$ cat src/sv/hsvrgb_pkg.sv
`default_nettype none

package hsvrgb_pkg;

    localparam int unsigned HUE_W  = 9;
    localparam int unsigned BYTE_W = 8;
    localparam int unsigned T_W    = 6;   // ramp position 0..60
    localparam int unsigned K_W    = 14;  // blended ramp weight, at most 255*60
    localparam int unsigned N_W    = 22;  // value times weight, at most 255*255*60
    localparam int unsigned X_W    = 20;  // numerator after dividing by four
    localparam int unsigned M_W    = 21;
    localparam int unsigned P_W    = X_W + M_W;
    localparam int unsigned Q_W    = 16;

    localparam logic [HUE_W-1:0] HUE_CIRCLE = 9'd360;
    localparam logic [HUE_W-1:0] HUE_60     = 9'd60;
    localparam logic [HUE_W-1:0] HUE_120    = 9'd120;
    localparam logic [HUE_W-1:0] HUE_180    = 9'd180;
    localparam logic [HUE_W-1:0] HUE_240    = 9'd240;
    localparam logic [HUE_W-1:0] HUE_300    = 9'd300;
    localparam logic [BYTE_W-1:0] BYTE_MAX  = 8'd255;
    localparam logic [T_W-1:0]   SECTOR_DEG = 6'd60;

    // ceil(2^24 / 15); exact floor(x / 15) for x below 2^24 / 14.
    localparam logic [M_W-1:0] RECIP_15 = 21'd1118482;
    localparam int unsigned    RECIP_SH = 24;

    // Which channel is full and which ramps; the third one is the zero channel.
    typedef enum logic [2:0] {
        SEC_R_FULL_G_RAMP = 3'd0,
        SEC_G_FULL_R_RAMP = 3'd1,
        SEC_G_FULL_B_RAMP = 3'd2,
        SEC_B_FULL_G_RAMP = 3'd3,
        SEC_B_FULL_R_RAMP = 3'd4,
        SEC_R_FULL_B_RAMP = 3'd5
    } sector_t;

    // Exact floor(x / 255) for every x up to 255*256 - 1, which covers 255*255.
    function automatic logic [BYTE_W-1:0] div255(input logic [Q_W-1:0] x);
        logic [Q_W:0] s;
        s = {1'b0, x} + {9'd0, x[Q_W-1:8]} + 17'd1;
        return s[Q_W-1:8];
    endfunction

endpackage

`default_nettype wire

$ cat src/sv/hsv_to_rgb_converter_unit.sv
`default_nettype none

// HSV to RGB pixel converter.
//
// A pixel (hue in degrees, saturation, value) is transferred in at a rising
// clock edge where start is high and busy is low. Busy is held low: the
// converter is a six-stage pipeline and takes a new pixel in every cycle.
// Hue values of 360 and above wrap modulo 360.
//
// Each result appears on red, green and blue for exactly one cycle, marked by
// done, once its pixel has passed through every pipeline register. Results leave
// in the order the pixels arrived, one per pixel. The receiver cannot stall
// the output, so the sustained rate is one pixel per clock, set by the
// pipeline registers between the hue sector logic, the two multiplier stages
// and the constant division stages.
//
// Reset clears only the valid bits of the pipeline; done is low afterwards
// until the first pixel has passed through. The data path carries no state,
// so no flush is needed.
module hsv_to_rgb_converter_unit
    import hsvrgb_pkg::*;
(
    input  wire logic              clk,
    input  wire logic              rst_n,
    input  wire logic              start,
    output logic                   busy,
    input  wire logic [HUE_W-1:0]  hue,
    input  wire logic [BYTE_W-1:0] saturation,
    input  wire logic [BYTE_W-1:0] value,
    output logic                   done,
    output logic [BYTE_W-1:0]      red,
    output logic [BYTE_W-1:0]      green,
    output logic [BYTE_W-1:0]      blue
);

    logic accept;

    // Stage 1: wrapped hue.
    logic              s1_vld_reg, s1_vld_next;
    logic [HUE_W-1:0]  s1_h_reg, s1_h_next;
    logic [BYTE_W-1:0] s1_sat_reg, s1_val_reg;

    // Stage 2: sector and ramp position.
    logic              s2_vld_reg;
    sector_t           s2_sec_reg, s2_sec_next;
    logic [T_W-1:0]    s2_t_reg, s2_t_next;
    logic [BYTE_W-1:0] s2_sat_reg, s2_val_reg;

    // Stage 3: ramp weight and zero-channel product.
    logic              s3_vld_reg;
    sector_t           s3_sec_reg;
    logic [K_W-1:0]    s3_k_reg, s3_k_next;
    logic [Q_W-1:0]    s3_inv_reg, s3_inv_next;
    logic [BYTE_W-1:0] s3_val_reg;

    // Stage 4: ramp numerator and zero-channel level.
    logic              s4_vld_reg;
    sector_t           s4_sec_reg;
    logic [N_W-1:0]    s4_n_reg, s4_n_next;
    logic [BYTE_W-1:0] s4_zero_reg, s4_val_reg;

    // Stage 5: numerator divided by 60.
    logic              s5_vld_reg;
    sector_t           s5_sec_reg;
    logic [Q_W-1:0]    s5_q_reg, s5_q_next;
    logic [BYTE_W-1:0] s5_zero_reg, s5_val_reg;
    logic [P_W-1:0]    prod;

    // Output stage.
    logic              done_reg;
    logic [BYTE_W-1:0] red_reg, red_next;
    logic [BYTE_W-1:0] green_reg, green_next;
    logic [BYTE_W-1:0] blue_reg, blue_next;
    logic [BYTE_W-1:0] ramp;

    assign busy   = 1'b0;
    assign accept = start && !busy;

    assign s1_vld_next = accept;
    assign s1_h_next   = (hue >= HUE_CIRCLE) ? hue - HUE_CIRCLE : hue;

    // Sectors are half-open on the low side, (60k, 60k+60], with hue 0 in the first.
    always_comb
    begin
        if (s1_h_reg <= HUE_60)
        begin
            s2_sec_next = SEC_R_FULL_G_RAMP;
            s2_t_next   = s1_h_reg[T_W-1:0];
        end
        else if (s1_h_reg <= HUE_120)
        begin
            s2_sec_next = SEC_G_FULL_R_RAMP;
            s2_t_next   = 6'(HUE_120 - s1_h_reg);
        end
        else if (s1_h_reg <= HUE_180)
        begin
            s2_sec_next = SEC_G_FULL_B_RAMP;
            s2_t_next   = 6'(s1_h_reg - HUE_120);
        end
        else if (s1_h_reg <= HUE_240)
        begin
            s2_sec_next = SEC_B_FULL_G_RAMP;
            s2_t_next   = 6'(HUE_240 - s1_h_reg);
        end
        else if (s1_h_reg <= HUE_300)
        begin
            s2_sec_next = SEC_B_FULL_R_RAMP;
            s2_t_next   = 6'(s1_h_reg - HUE_240);
        end
        else
        begin
            s2_sec_next = SEC_R_FULL_B_RAMP;
            s2_t_next   = 6'(HUE_CIRCLE - s1_h_reg);
        end
    end

    // The ramp is val*K/15300 with K = sat*t + (255-sat)*60, which is at most 15300.
    assign s3_k_next = K_W'({6'd0, s2_sat_reg} * {8'd0, s2_t_reg})
                     + K_W'({6'd0, BYTE_MAX - s2_sat_reg} * {8'd0, SECTOR_DEG});
    assign s3_inv_next = {8'd0, BYTE_MAX - s2_sat_reg} * {8'd0, s2_val_reg};

    assign s4_n_next = N_W'({14'd0, s3_val_reg} * {8'd0, s3_k_reg});

    // floor(N/15300) = floor(floor(floor(N/4)/15)/255).
    assign prod      = {{M_W{1'b0}}, s4_n_reg[N_W-1:2]} * {{X_W{1'b0}}, RECIP_15};
    assign s5_q_next = prod[RECIP_SH+Q_W-1:RECIP_SH];

    assign ramp = div255(s5_q_reg);

    always_comb
    begin
        red_next   = s5_zero_reg;
        green_next = s5_zero_reg;
        blue_next  = s5_zero_reg;
        case (s5_sec_reg)
            SEC_R_FULL_G_RAMP:
            begin
                red_next   = s5_val_reg;
                green_next = ramp;
            end
            SEC_G_FULL_R_RAMP:
            begin
                green_next = s5_val_reg;
                red_next   = ramp;
            end
            SEC_G_FULL_B_RAMP:
            begin
                green_next = s5_val_reg;
                blue_next  = ramp;
            end
            SEC_B_FULL_G_RAMP:
            begin
                blue_next  = s5_val_reg;
                green_next = ramp;
            end
            SEC_B_FULL_R_RAMP:
            begin
                blue_next  = s5_val_reg;
                red_next   = ramp;
            end
            default:
            begin
                red_next   = s5_val_reg;
                blue_next  = ramp;
            end
        endcase
    end

    always_ff @(posedge clk or negedge rst_n)
    begin
        if (!rst_n)
        begin
            s1_vld_reg <= 1'b0;
            s2_vld_reg <= 1'b0;
            s3_vld_reg <= 1'b0;
            s4_vld_reg <= 1'b0;
            s5_vld_reg <= 1'b0;
            done_reg   <= 1'b0;
        end
        else
        begin
            s1_vld_reg <= s1_vld_next;
            s2_vld_reg <= s1_vld_reg;
            s3_vld_reg <= s2_vld_reg;
            s4_vld_reg <= s3_vld_reg;
            s5_vld_reg <= s4_vld_reg;
            done_reg   <= s5_vld_reg;
        end
    end

    always_ff @(posedge clk)
    begin
        s1_h_reg    <= s1_h_next;
        s1_sat_reg  <= saturation;
        s1_val_reg  <= value;

        s2_sec_reg  <= s2_sec_next;
        s2_t_reg    <= s2_t_next;
        s2_sat_reg  <= s1_sat_reg;
        s2_val_reg  <= s1_val_reg;

        s3_sec_reg  <= s2_sec_reg;
        s3_k_reg    <= s3_k_next;
        s3_inv_reg  <= s3_inv_next;
        s3_val_reg  <= s2_val_reg;

        s4_sec_reg  <= s3_sec_reg;
        s4_n_reg    <= s4_n_next;
        s4_zero_reg <= div255(s3_inv_reg);
        s4_val_reg  <= s3_val_reg;

        s5_sec_reg  <= s4_sec_reg;
        s5_q_reg    <= s5_q_next;
        s5_zero_reg <= s4_zero_reg;
        s5_val_reg  <= s4_val_reg;

        red_reg     <= red_next;
        green_reg   <= green_next;
        blue_reg    <= blue_next;
    end

    assign done  = done_reg;
    assign red   = red_reg;
    assign green = green_reg;
    assign blue  = blue_reg;

    // Every transferred pixel produces a result strobe.
    a_latency: assert property (@(posedge clk) disable iff (!rst_n)
        accept |-> ##6 done)
        else $error("result strobe missing six cycles after a transfer");

    // Zero saturation gives a gray pixel.
    a_gray: assert property (@(posedge clk) disable iff (!rst_n)
        (accept && saturation == '0) |-> ##6 (red == green && green == blue))
        else $error("zero saturation did not give equal channels");

    // Zero value gives black.
    a_black: assert property (@(posedge clk) disable iff (!rst_n)
        (accept && value == '0) |-> ##6 (red == '0 && green == '0 && blue == '0))
        else $error("zero value did not give black");

    // One channel always carries the full value.
    a_full: assert property (@(posedge clk) disable iff (!rst_n)
        accept |-> ##6 (red == $past(value, 6) || green == $past(value, 6)
                        || blue == $past(value, 6)))
        else $error("no channel carries the full value");

endmodule

`default_nettype wire
$ cat config.mk
export PLATFORM = sky130hd
export DESIGN_NAME = hsv_to_rgb_converter_unit
export DESIGN_NICKNAME = d
export VERILOG_FILES = /design/src/sv/hsvrgb_pkg.sv /design/src/sv/hsv_to_rgb_converter_unit.sv
export SDC_FILE = /design/constraint.sdc
export NUM_CORES = 1
export LEC_CHECK = 0
export ABC_AREA = 1
export ABC_CLOCK_PERIOD_IN_PS = 5600
export BUFFER_PORTS_ARGS = -buffer_cell sky130_fd_sc_hd__clkbuf_2
export CAP_MARGIN = 40
export CORE_ASPECT_RATIO = 1.2
export CORE_MARGIN = 1.5
export CORE_UTILIZATION = 40
export CTS_BUF_LIST = sky130_fd_sc_hd__clkbuf_16
export DETAILED_ROUTE_END_ITERATION = 16
export HOLD_SLACK_MARGIN = 0.15
export PLACE_DENSITY = 0.63
export SETUP_SLACK_MARGIN = 0.4
export SLEW_MARGIN = 15
export SYNTH_ARGS = -nofsm -noshare
export SYNTH_HDL_FRONTEND = slang
export SYNTH_SLANG_ARGS = --single-unit
$ cat constraint.sdc
create_clock -name clk -period 5.6 [get_ports clk]
set_clock_uncertainty 0.1 [all_clocks]
set_input_delay 0.56 -clock clk [delete_from_list [all_inputs] [get_ports clk]]
set_output_delay 0.56 -clock clk [all_outputs]
set_load 0.02 [all_outputs]
==> metrics.csv, run 1 <==
metric;value;unit
slew_viol_final;0;
detail-route-antenna-nets;0;
period_minus_slack;4730;ps
routabilityCongestion;0.909;
synth.most_common_cell;inv_1;
antenna_found_initial;0;
final_nets;2902;
synth_nets;2846;
routed_wirelength;42400;um
synth.distinct_cells;52;
hold_path_class;flip-flop to flip-flop;
grt_pass1_vias;15300;
cts_buffers;17;
fp.coreArea;45900;um^2
die_x;200;um
first_pass_iters;5;
port_buffers;52;
critPathKind;flip-flop to flip-flop;
yosysSeqAreaShare;21.1;%
synth-main-ff-cell;dfxtp_1;
final_layout_size_suffix_gt1_share;5.27;%
htreeDepth;4;
tns;0;ps
overflow;0;
ys_warn_count;0;
diodes;0;
final_util;44.2;%
arrival;4960;ps
synth.area.top_cells;fa_1, dfxtp_1, ha_1;
endpoint_kind;flip-flop;
hold_violations;0;
grt_max_degree;20;
ys_async_sr_fraction;3.08;%
die_y;239;um
rsz0062_at_grt;no;
synth_edf_count;0;
clk_path_buf_depth;2;
start_util;40.5;%
routed_via_density;4.75;
dr.first_iter.drc_count;691;
tightest_slew;864;ps
die_area;47800;um^2
syn_area;18600;um^2
maxCapViolCount;0;
area_delta_synth_final;9.30;%
setup.worst_path.start_class;flip-flop;
largest_reg_flops;20;
grt_pass1_wl;71300;um
cts_sinks;195;
cts_tree;yes;
synthCells;2358;
ys_ff_latch;195;
clkTransAtPathRegs;70;ps
cp.required;5820;ps
root_buffer;clkbuf_16;
rows;86;
syn_area_per_cell;7.89;um^2
cp_max_fo;15;
wl_per_cell;13.9;um
fmax;0.211;GHz
grtUsageTotal;18.7;%
run_status;complete, no violations;
setup_viol;0;
synth_top_area_share;20.4;%
hpwl;36300;um
ios;54;
min_period_over_period;84.5;%
synth_common_cells;inv_1, nand2_1, ha_1;
drc_errors;0;
synth_area_leader_cell;fa_1;
relSlewSlack;42.4;%
vias;14500;
clk_latency;440;ps
==> metal layers <==
| metal | part of all wire (%) | track usage (%) |
|---|---|---|
| met1 | 42 | 20.9 |
| met3 | 2.7 | 2.48 |
| met4 | 2.8 | 6.33 |
| met2 | 53 | 35.9 |
| met5 | 0 | 0 |
==> worst paths after layout <==
kind                                     from            end  slack, ps  depth (start not counted)
worst max register to register  s3_val_reg[6]   s4_n_reg[20]        870                         16
min in group asynchronous               rst_n     s5_vld_reg        380                          2
worst min register to register  s3_sec_reg[1]  s4_sec_reg[1]        220                          0
worst max-delay path            s3_val_reg[6]   s4_n_reg[20]        870                         16
max in group asynchronous               rst_n     s3_vld_reg       4870                          2
worst min-delay path            s3_sec_reg[1]  s4_sec_reg[1]        220                          0
==> logic make-up (layout without fill, tap and decap cells) <==
logic type                 Yosys count  after routing  synth area share, %
AOI/OAI and AO/OA                  212            212                 6.69
xor gates and xnor gates            62             62                 2.92
adders and majority gates          460            460                 38.6
buffers and inverters              589            658                 12.0
DFF                                195            195                 21.1
other                                1              1               0.0202
and+or+nand+nor                    839            839                 18.6
==> worst max-delay path, stage by stage, from the launching register on <==
cell     delay (ps)
dfxtp_1         740
nand2_1         180
fa_1            540
fa_1            550
inv_1            50
fa_1            520
inv_1            50
fa_1            520
inv_1            40
ha_1            340
nand2_1          90
inv_1            40
a21oi_1         340
o21ai_0         220
nand2_1          90
nand2_1          60
xor2_1          140
==> stage by stage <==
step                cells  instance area [um^2]  hold WS, ps  worst slack, ps
floorplan            2358                 18600          164             1140
global placement     2990                 19500          210              609
detailed placement   2990                 19500          212              528
CTS                  3043                 20300          221              519
global route         3043                 20300          232              519
finish               3043                 20300          220              867
==> layout make-up <==
class | count | area, um^2
timing repair buffer | 77 | 500
inverter | 549 | 2070
clock buffer | 17 | 425
tap | 616 | 771
fill | 4622 | 25600
multi-input combinational | 1574 | 12400
clock inverter | 15 | 191
sequential | 195 | 3940
==> timing repair <==
item / in CTS / in global routing
hold endpoints to repair: 26 / 0
hold buffers: 21 / 0
buffers inserted: 0 / 0
setup endpoints to repair: 0 / 3
resized for setup: 0 / 6
==> cells in the final DEF, fill, tap and decap left out, types with 11 or more instances in the layout <==
cell | synthesis | layout
nor2_1 | 155 | 155
o21bai_1 | 12 | 12
clkbuf_16 | 0 | 17
ha_1 | 270 | 270
nand3_1 | 114 | 114
dfxtp_1 | 189 | 184
clkbuf_2 | 1 | 52
nand2_1 | 508 | 508
fa_1 | 190 | 190
xnor2_1 | 22 | 22
xor2_1 | 40 | 40
nand4_1 | 17 | 17
inv_1 | 535 | 536
nor3_1 | 16 | 16
a21oi_1 | 87 | 87
dlygate4sd3_1 | 0 | 21
inv_2 | 11 | 11
a21o_1 | 12 | 12
o21ai_0 | 45 | 44
Power of run 1 is left out: the tool's default activity adds up to more than one toggle a clock period on the data nets, which glitch-free logic cannot reach.
==> run 2, diff against run 1 <==
- ABC_CLOCK_PERIOD_IN_PS: 5600 -> 4560
- clock period: 5.6 -> 4.56 ns (I/O delays scaled with it)
==> run 2 against run 1 <==
  * Wire length increased by 11%
  * Worst setup slack worse by 530 ps
  * Final cell count grew 3.3%
  * Sequential share of layout area down 1.6 points
  * Die area did not move
==> metrics.csv, run 2 (same netlist as run 1, synthesis figures left out) <==
metric;value;unit;change
cpPeakStageDelay;540;ps;-200 ps
cp_slowest_cell;fa_1;;
die_x;200;um;unchanged
relSlewSlack;45.9;%;+3.4 points
hpwl;37100;um;+2.1%
use_met2;37.9;%;+1.9 points
ios;54;;unchanged
die_y;239;um;unchanged
largest_reg_flops;20;;unchanged
overflow;0;;unchanged
final_util;49.4;%;+5.1 points
layout_commonest_cell;inv_1;;
cts_sinks;195;;unchanged
hold_violations;0;;unchanged
setup.worst_path.start_class;flip-flop;;
busiest_layer;met2;;
die_area;47800;um^2;unchanged
diodes;0;;unchanged
critPathKind;flip-flop to flip-flop;;
rsz0062_at_grt;yes;;
rows;86;;unchanged
slew_viol_final;0;;unchanged
clkTransAtPathRegs;80;ps;about the same
port_buffers;52;;unchanged
clk_path_buf_depth;2;;unchanged
grtUsageTotal;20.1;%;+1.3 points
crit_path_cell_trace;ha_4 > inv_2 > fa_1 > inv_2 > fa_1 > inv_2 > fa_1 > inv_2 > ha_4 > ha_4 > ha_4 > nand2_2 > inv_1 > a21boi_4 > nand2_1 > a21oi_2 > nand2_1 > xor2_1;;
root_buffer;clkbuf_16;;
hold_path_class;input port to flip-flop;;
routed_wirelength;47300;um;+11%
crit_family;adder cells;;
nFillCells;4294;;-7.1%
dr.first_iter.drc_count;645;;-6.7%
first_pass_iters;5;;unchanged
setup_viol;0;;unchanged
critPathBufInv;5;;+1
detail-route-antenna-nets;0;;unchanged
grt_use_met3;2.90;%;+0.42 points
endpoint_kind;flip-flop;;
min_period_over_period;92.6;%;+8.1 points
wl_per_cell;15.0;um;+7.9%
period_minus_slack;4220;ps;-510 ps
final_layout_size_suffix_gt1_share;20.2;%;+15 points
run_status;complete, no violations;;
pre_cts_ws;-73.6;ps;-602 ps
cp_max_fo;4;;-11
final_area;22700;um^2;+12%
rr_startpoint;s4_n_reg[8];;
fmax;0.237;GHz;+12%
dpl_cell_area;19800;um^2;+1.4%
crit_end;s5_q_reg[8];;
cts_buffers;17;;unchanged
fin_ws;337;ps;-530 ps
vias;15300;;+5.8%
routed_via_density;4.87;;+2.4%
final_nets;3002;;+3.4%
area_delta_synth_final;22.0;%;
fp.coreArea;45900;um^2;unchanged
grt_pass1_wl;76100;um;+6.7%
cp.required;4800;ps;-1020 ps
grt_pass1_vias;15800;;+3.1%
met1_usage;22.7;%;+1.8 points
clk_latency;460;ps;+20 ps
worst_r2r_endpoint;s5_q_reg[8];;
start_util;40.5;%;unchanged
drc_errors;0;;unchanged
whs;181;ps;-39.0 ps
mostFrequentLayoutCells;inv_1, nand2_1, ha_1, fa_1, dfxtp_1;;
routabilityCongestion;0.992;;+9.1%
ff2ff_setup_slack;340;ps;-530 ps
ff2ff_path_depth;18;;+2
crit_path_start;s4_n_reg[8];;
cts_tree;yes;;
htreeDepth;4;;unchanged
grt_max_degree;21;;+5.0%
arrival;4470;ps;-490 ps
maxCapViolCount;0;;unchanged
antenna_found_initial;0;;unchanged
tightest_slew;812;ps;-51.6 ps
cp_num_cells;18;;+2
## run 2: final cells by class
cell class | instances | area [um^2] | area share [%]
multi-input combinational | 1574 | 13800 | 60.9
sequential | 195 | 4030 | 17.8
inverter | 549 | 2090 | 9.21
timing repair buffer | 177 | 1390 | 6.10
tap | 616 | 771 | 3.40
clock buffer | 17 | 425 | 1.87
clock inverter | 15 | 166 | 0.733
## run 2: worst min-delay path by stage
stage | end | from | cells after the start
after floorplan | done | rst_n | 0
after global placement | done | rst_n | 1
after detailed placement | done | rst_n | 1
after CTS | s1_h_reg[7] | hue[7] | 3
after global routing | s1_h_reg[7] | hue[7] | 3
final | s1_h_reg[7] | hue[7] | 3
## run 2: stage by stage
stage / TNS, ps / cells
after detailed placement: -73.6 / 3022
after global placement: -14.7 / 3022
after global routing: 0 / 3143
after CTS: 0 / 3084
after floorplan: 0 / 2358
final: 0 / 3143
## run 2: metal layers
layer | part of all wire (%) | vias up
met5 | 0 | -
met4 | 3.8 | 0
met3 | 3.0 | 121
met2 | 53 | 292
met1 | 40 | 7331
li1 | - | 7556
## run 2: repair_timing
| item | 4_1_cts | 5_1_grt |
|---|---|---|
| endpoints found under the hold margin | 30 | 0 |
| resized for setup | 159 | 235 |
| hold buffers | 25 | 0 |
| setup endpoints to repair | 40 | 41 |
| pin swaps | 32 | 139 |
| setup buffers | 5 | 59 |
## run 2: tightest hold or removal path: cells and delay by family
kind,cells,cell delay [ps]
buf+inv,1,100
compound gates,1,70
simple gates,1,60
Power of run 2 is left out for the same reason.
==> run 3, diff against run 2 <==
- GPL_ROUTABILITY_DRIVEN: not set -> 0
- PLACE_DENSITY: 0.63 -> 0.62
==> run 3 against run 2 <==
  * Critical endpoint is now s3_k_reg[12]
  * Worst setup slack lost 34 ps
  * Critical path depth is the same
  * Global-route usage decreased by 0.93 points
  * Wire length fell by 3.0%
  * Via count decreased by 0.23%
  * Count of clock-buffer cells in the layout did not move
  * Highest routed layer unchanged
==> metrics.csv, run 3 (same netlist as run 1, synthesis figures left out) <==
metric;value;unit;change
critPathKind;flip-flop to flip-flop;;
tightest_slew;738;ps;-73.8 ps
routed_wirelength;45900;um;-3.0%
area_delta_synth_final;21.2;%;
antenna_found_initial;0;;unchanged
arrival;4510;ps;+40 ps
overflow;0;;unchanged
crit_path_cell_trace;inv_4 > fa_1 > inv_1 > fa_1 > inv_1 > ha_1 > a21o_1 > a21oi_2 > buf_4 > xor2_1 > fa_1 > inv_1 > ha_1 > nand2_1 > a21oi_1 > a211oi_2 > nand3_1 > xor2_1;;
htreeDepth;4;;unchanged
critPathBufInv;5;;unchanged
layout_commonest_cell;inv_1;;
rows;86;;unchanged
setup.worst_path.start_class;flip-flop;;
final_layout_size_suffix_gt1_share;19.3;%;-0.89 points
fmax;0.235;GHz;-0.80%
crit_path_start;s2_sat_reg[3];;
min_period_over_period;93.4;%;+0.75 points
tns;0;ps;unchanged
cts_buffers;17;;unchanged
wl_per_cell;14.6;um;-2.8%
hpwl;35600;um;-4.0%
crit_family;adder cells;;
relSlewSlack;50.8;%;+4.9 points
endpoint_kind;flip-flop;;
cpPeakStageDelay;530;ps;about the same
slew_viol_final;0;;unchanged
largest_reg_flops;20;;unchanged
clkTransAtPathRegs;70;ps;about the same
cts_sinks;195;;unchanged
ff2ff_setup_slack;300;ps;-30 ps
ios;54;;unchanged
detail-route-antenna-nets;0;;unchanged
run_status;complete, no violations;;
worst_r2r_endpoint;s3_k_reg[12];;
cp_num_cells;18;;unchanged
period_minus_slack;4260;ps;+34.1 ps
diodes;0;;unchanged
hold_depth;3;;unchanged
cp_slowest_cell;fa_1;;
dr.first_iter.drc_count;630;;-2.3%
rsz0062_at_grt;yes;;
cts_tree;yes;;
grt_pass1_vias;15500;;-1.7%
cp_max_fo;7;;+3
die_x;200;um;unchanged
min-delay-start;hue[3];;
grtUsageTotal;19.1;%;-0.93 points
fp.coreArea;45900;um^2;unchanged
setup_viol;0;;unchanged
grt_pass1_wl;72900;um;-4.2%
clk_path_buf_depth;2;;unchanged
mostFrequentLayoutCells;inv_1, nand2_1, ha_1, fa_1, dfxtp_1;;
final_nets;2994;;-0.27%
hold_path_class;input port to flip-flop;;
vias;15300;;-0.23%
clk_latency;460;ps;about the same
die_y;239;um;unchanged
cp.required;4810;ps;about the same
hold_violations;0;;unchanged
die_area;47800;um^2;unchanged
drc_errors;0;;unchanged
maxCapViolCount;0;;unchanged
holdPathEnd;s1_h_reg[3];;
routed_via_density;4.87;;about the same
first_pass_iters;7;;+2
grt_max_degree;21;;unchanged
ff2ff_path_depth;18;;unchanged
rr_startpoint;s2_sat_reg[3];;
nFillCells;4307;;+0.30%
port_buffers;52;;unchanged
root_buffer;clkbuf_16;;
start_util;40.5;%;unchanged
==> run 3: changes by cell type in the layout (fill, tap and decap cells not counted), sizes merged <==
cell,previous run,this run
clkinvlp,0,3
buf,100,89
bufinv,0,1
clkinv,10,6
dlygate4sd3,25,27
clkbuf,69,70
==> run 3: timing repair <==
action                                 CTS  global route
gates cloned                             0             1
setup buffers                           12            41
endpoints found under the hold margin   31             0
hold buffers                            27             0
setup endpoints to repair               40            40
gates resized for setup                140           236
pin swaps                               47           127
==> run 3: worst min-delay path, stage by stage <==
cell and delay, ps:
clkbuf_2 80, inv_1 110, xor2_1 80
==> run 3: worst max path at each step <==
stage | slack [ps] | endpoint
final | 300 | s3_k_reg[12]
after global routing | 60 | s3_k_reg[13]
after CTS | 350 | s3_k_reg[13]
after detailed placement | 20 | s4_n_reg[20]
after global placement | 90 | s5_q_reg[12]
after floorplan | 350 | s3_k_reg[13]
==> run 3: through the flow <==
stage	cell area, um^2	util, %	setup WS (ps)	cells	hold WS, ps
global route	22500	49.1	63.9	3135	210
floorplan	18600	-	351	2358	60.4
CTS	21300	46.3	352	3093	188
finish	22500	49.1	303	3135	216
detailed placement	19800	43.0	22.3	3022	189
global placement	19800	43.0	85.5	3022	180
==> run 3: area by class of cell <==
type / count / area (um^2) / share of cell area [%]
Clock buffer: 17 / 425 / 1.89
Clock inverter: 15 / 171 / 0.761
Multi-Input combinational cell: 1574 / 13700 / 61.0
Inverter: 549 / 2080 / 9.24
Sequential cell: 195 / 4030 / 17.9
Timing Repair Buffer: 169 / 1320 / 5.86
Tap cell: 616 / 771 / 3.42
==> run 3: layer usage <==
| layer | GRT usage (%) | vias to the layer above | routed length, um |
|---|---|---|---|
| met1 | 21.9 | 7276 | 18500 |
| met4 | 6.56 | 0 | 1590 |
| li1 | - | 7534 | - |
| met3 | 2.69 | 106 | 1610 |
| met2 | 35.9 | 349 | 24200 |
| met5 | 0 | - | 0 |
Power of run 3 is left out for the same reason.
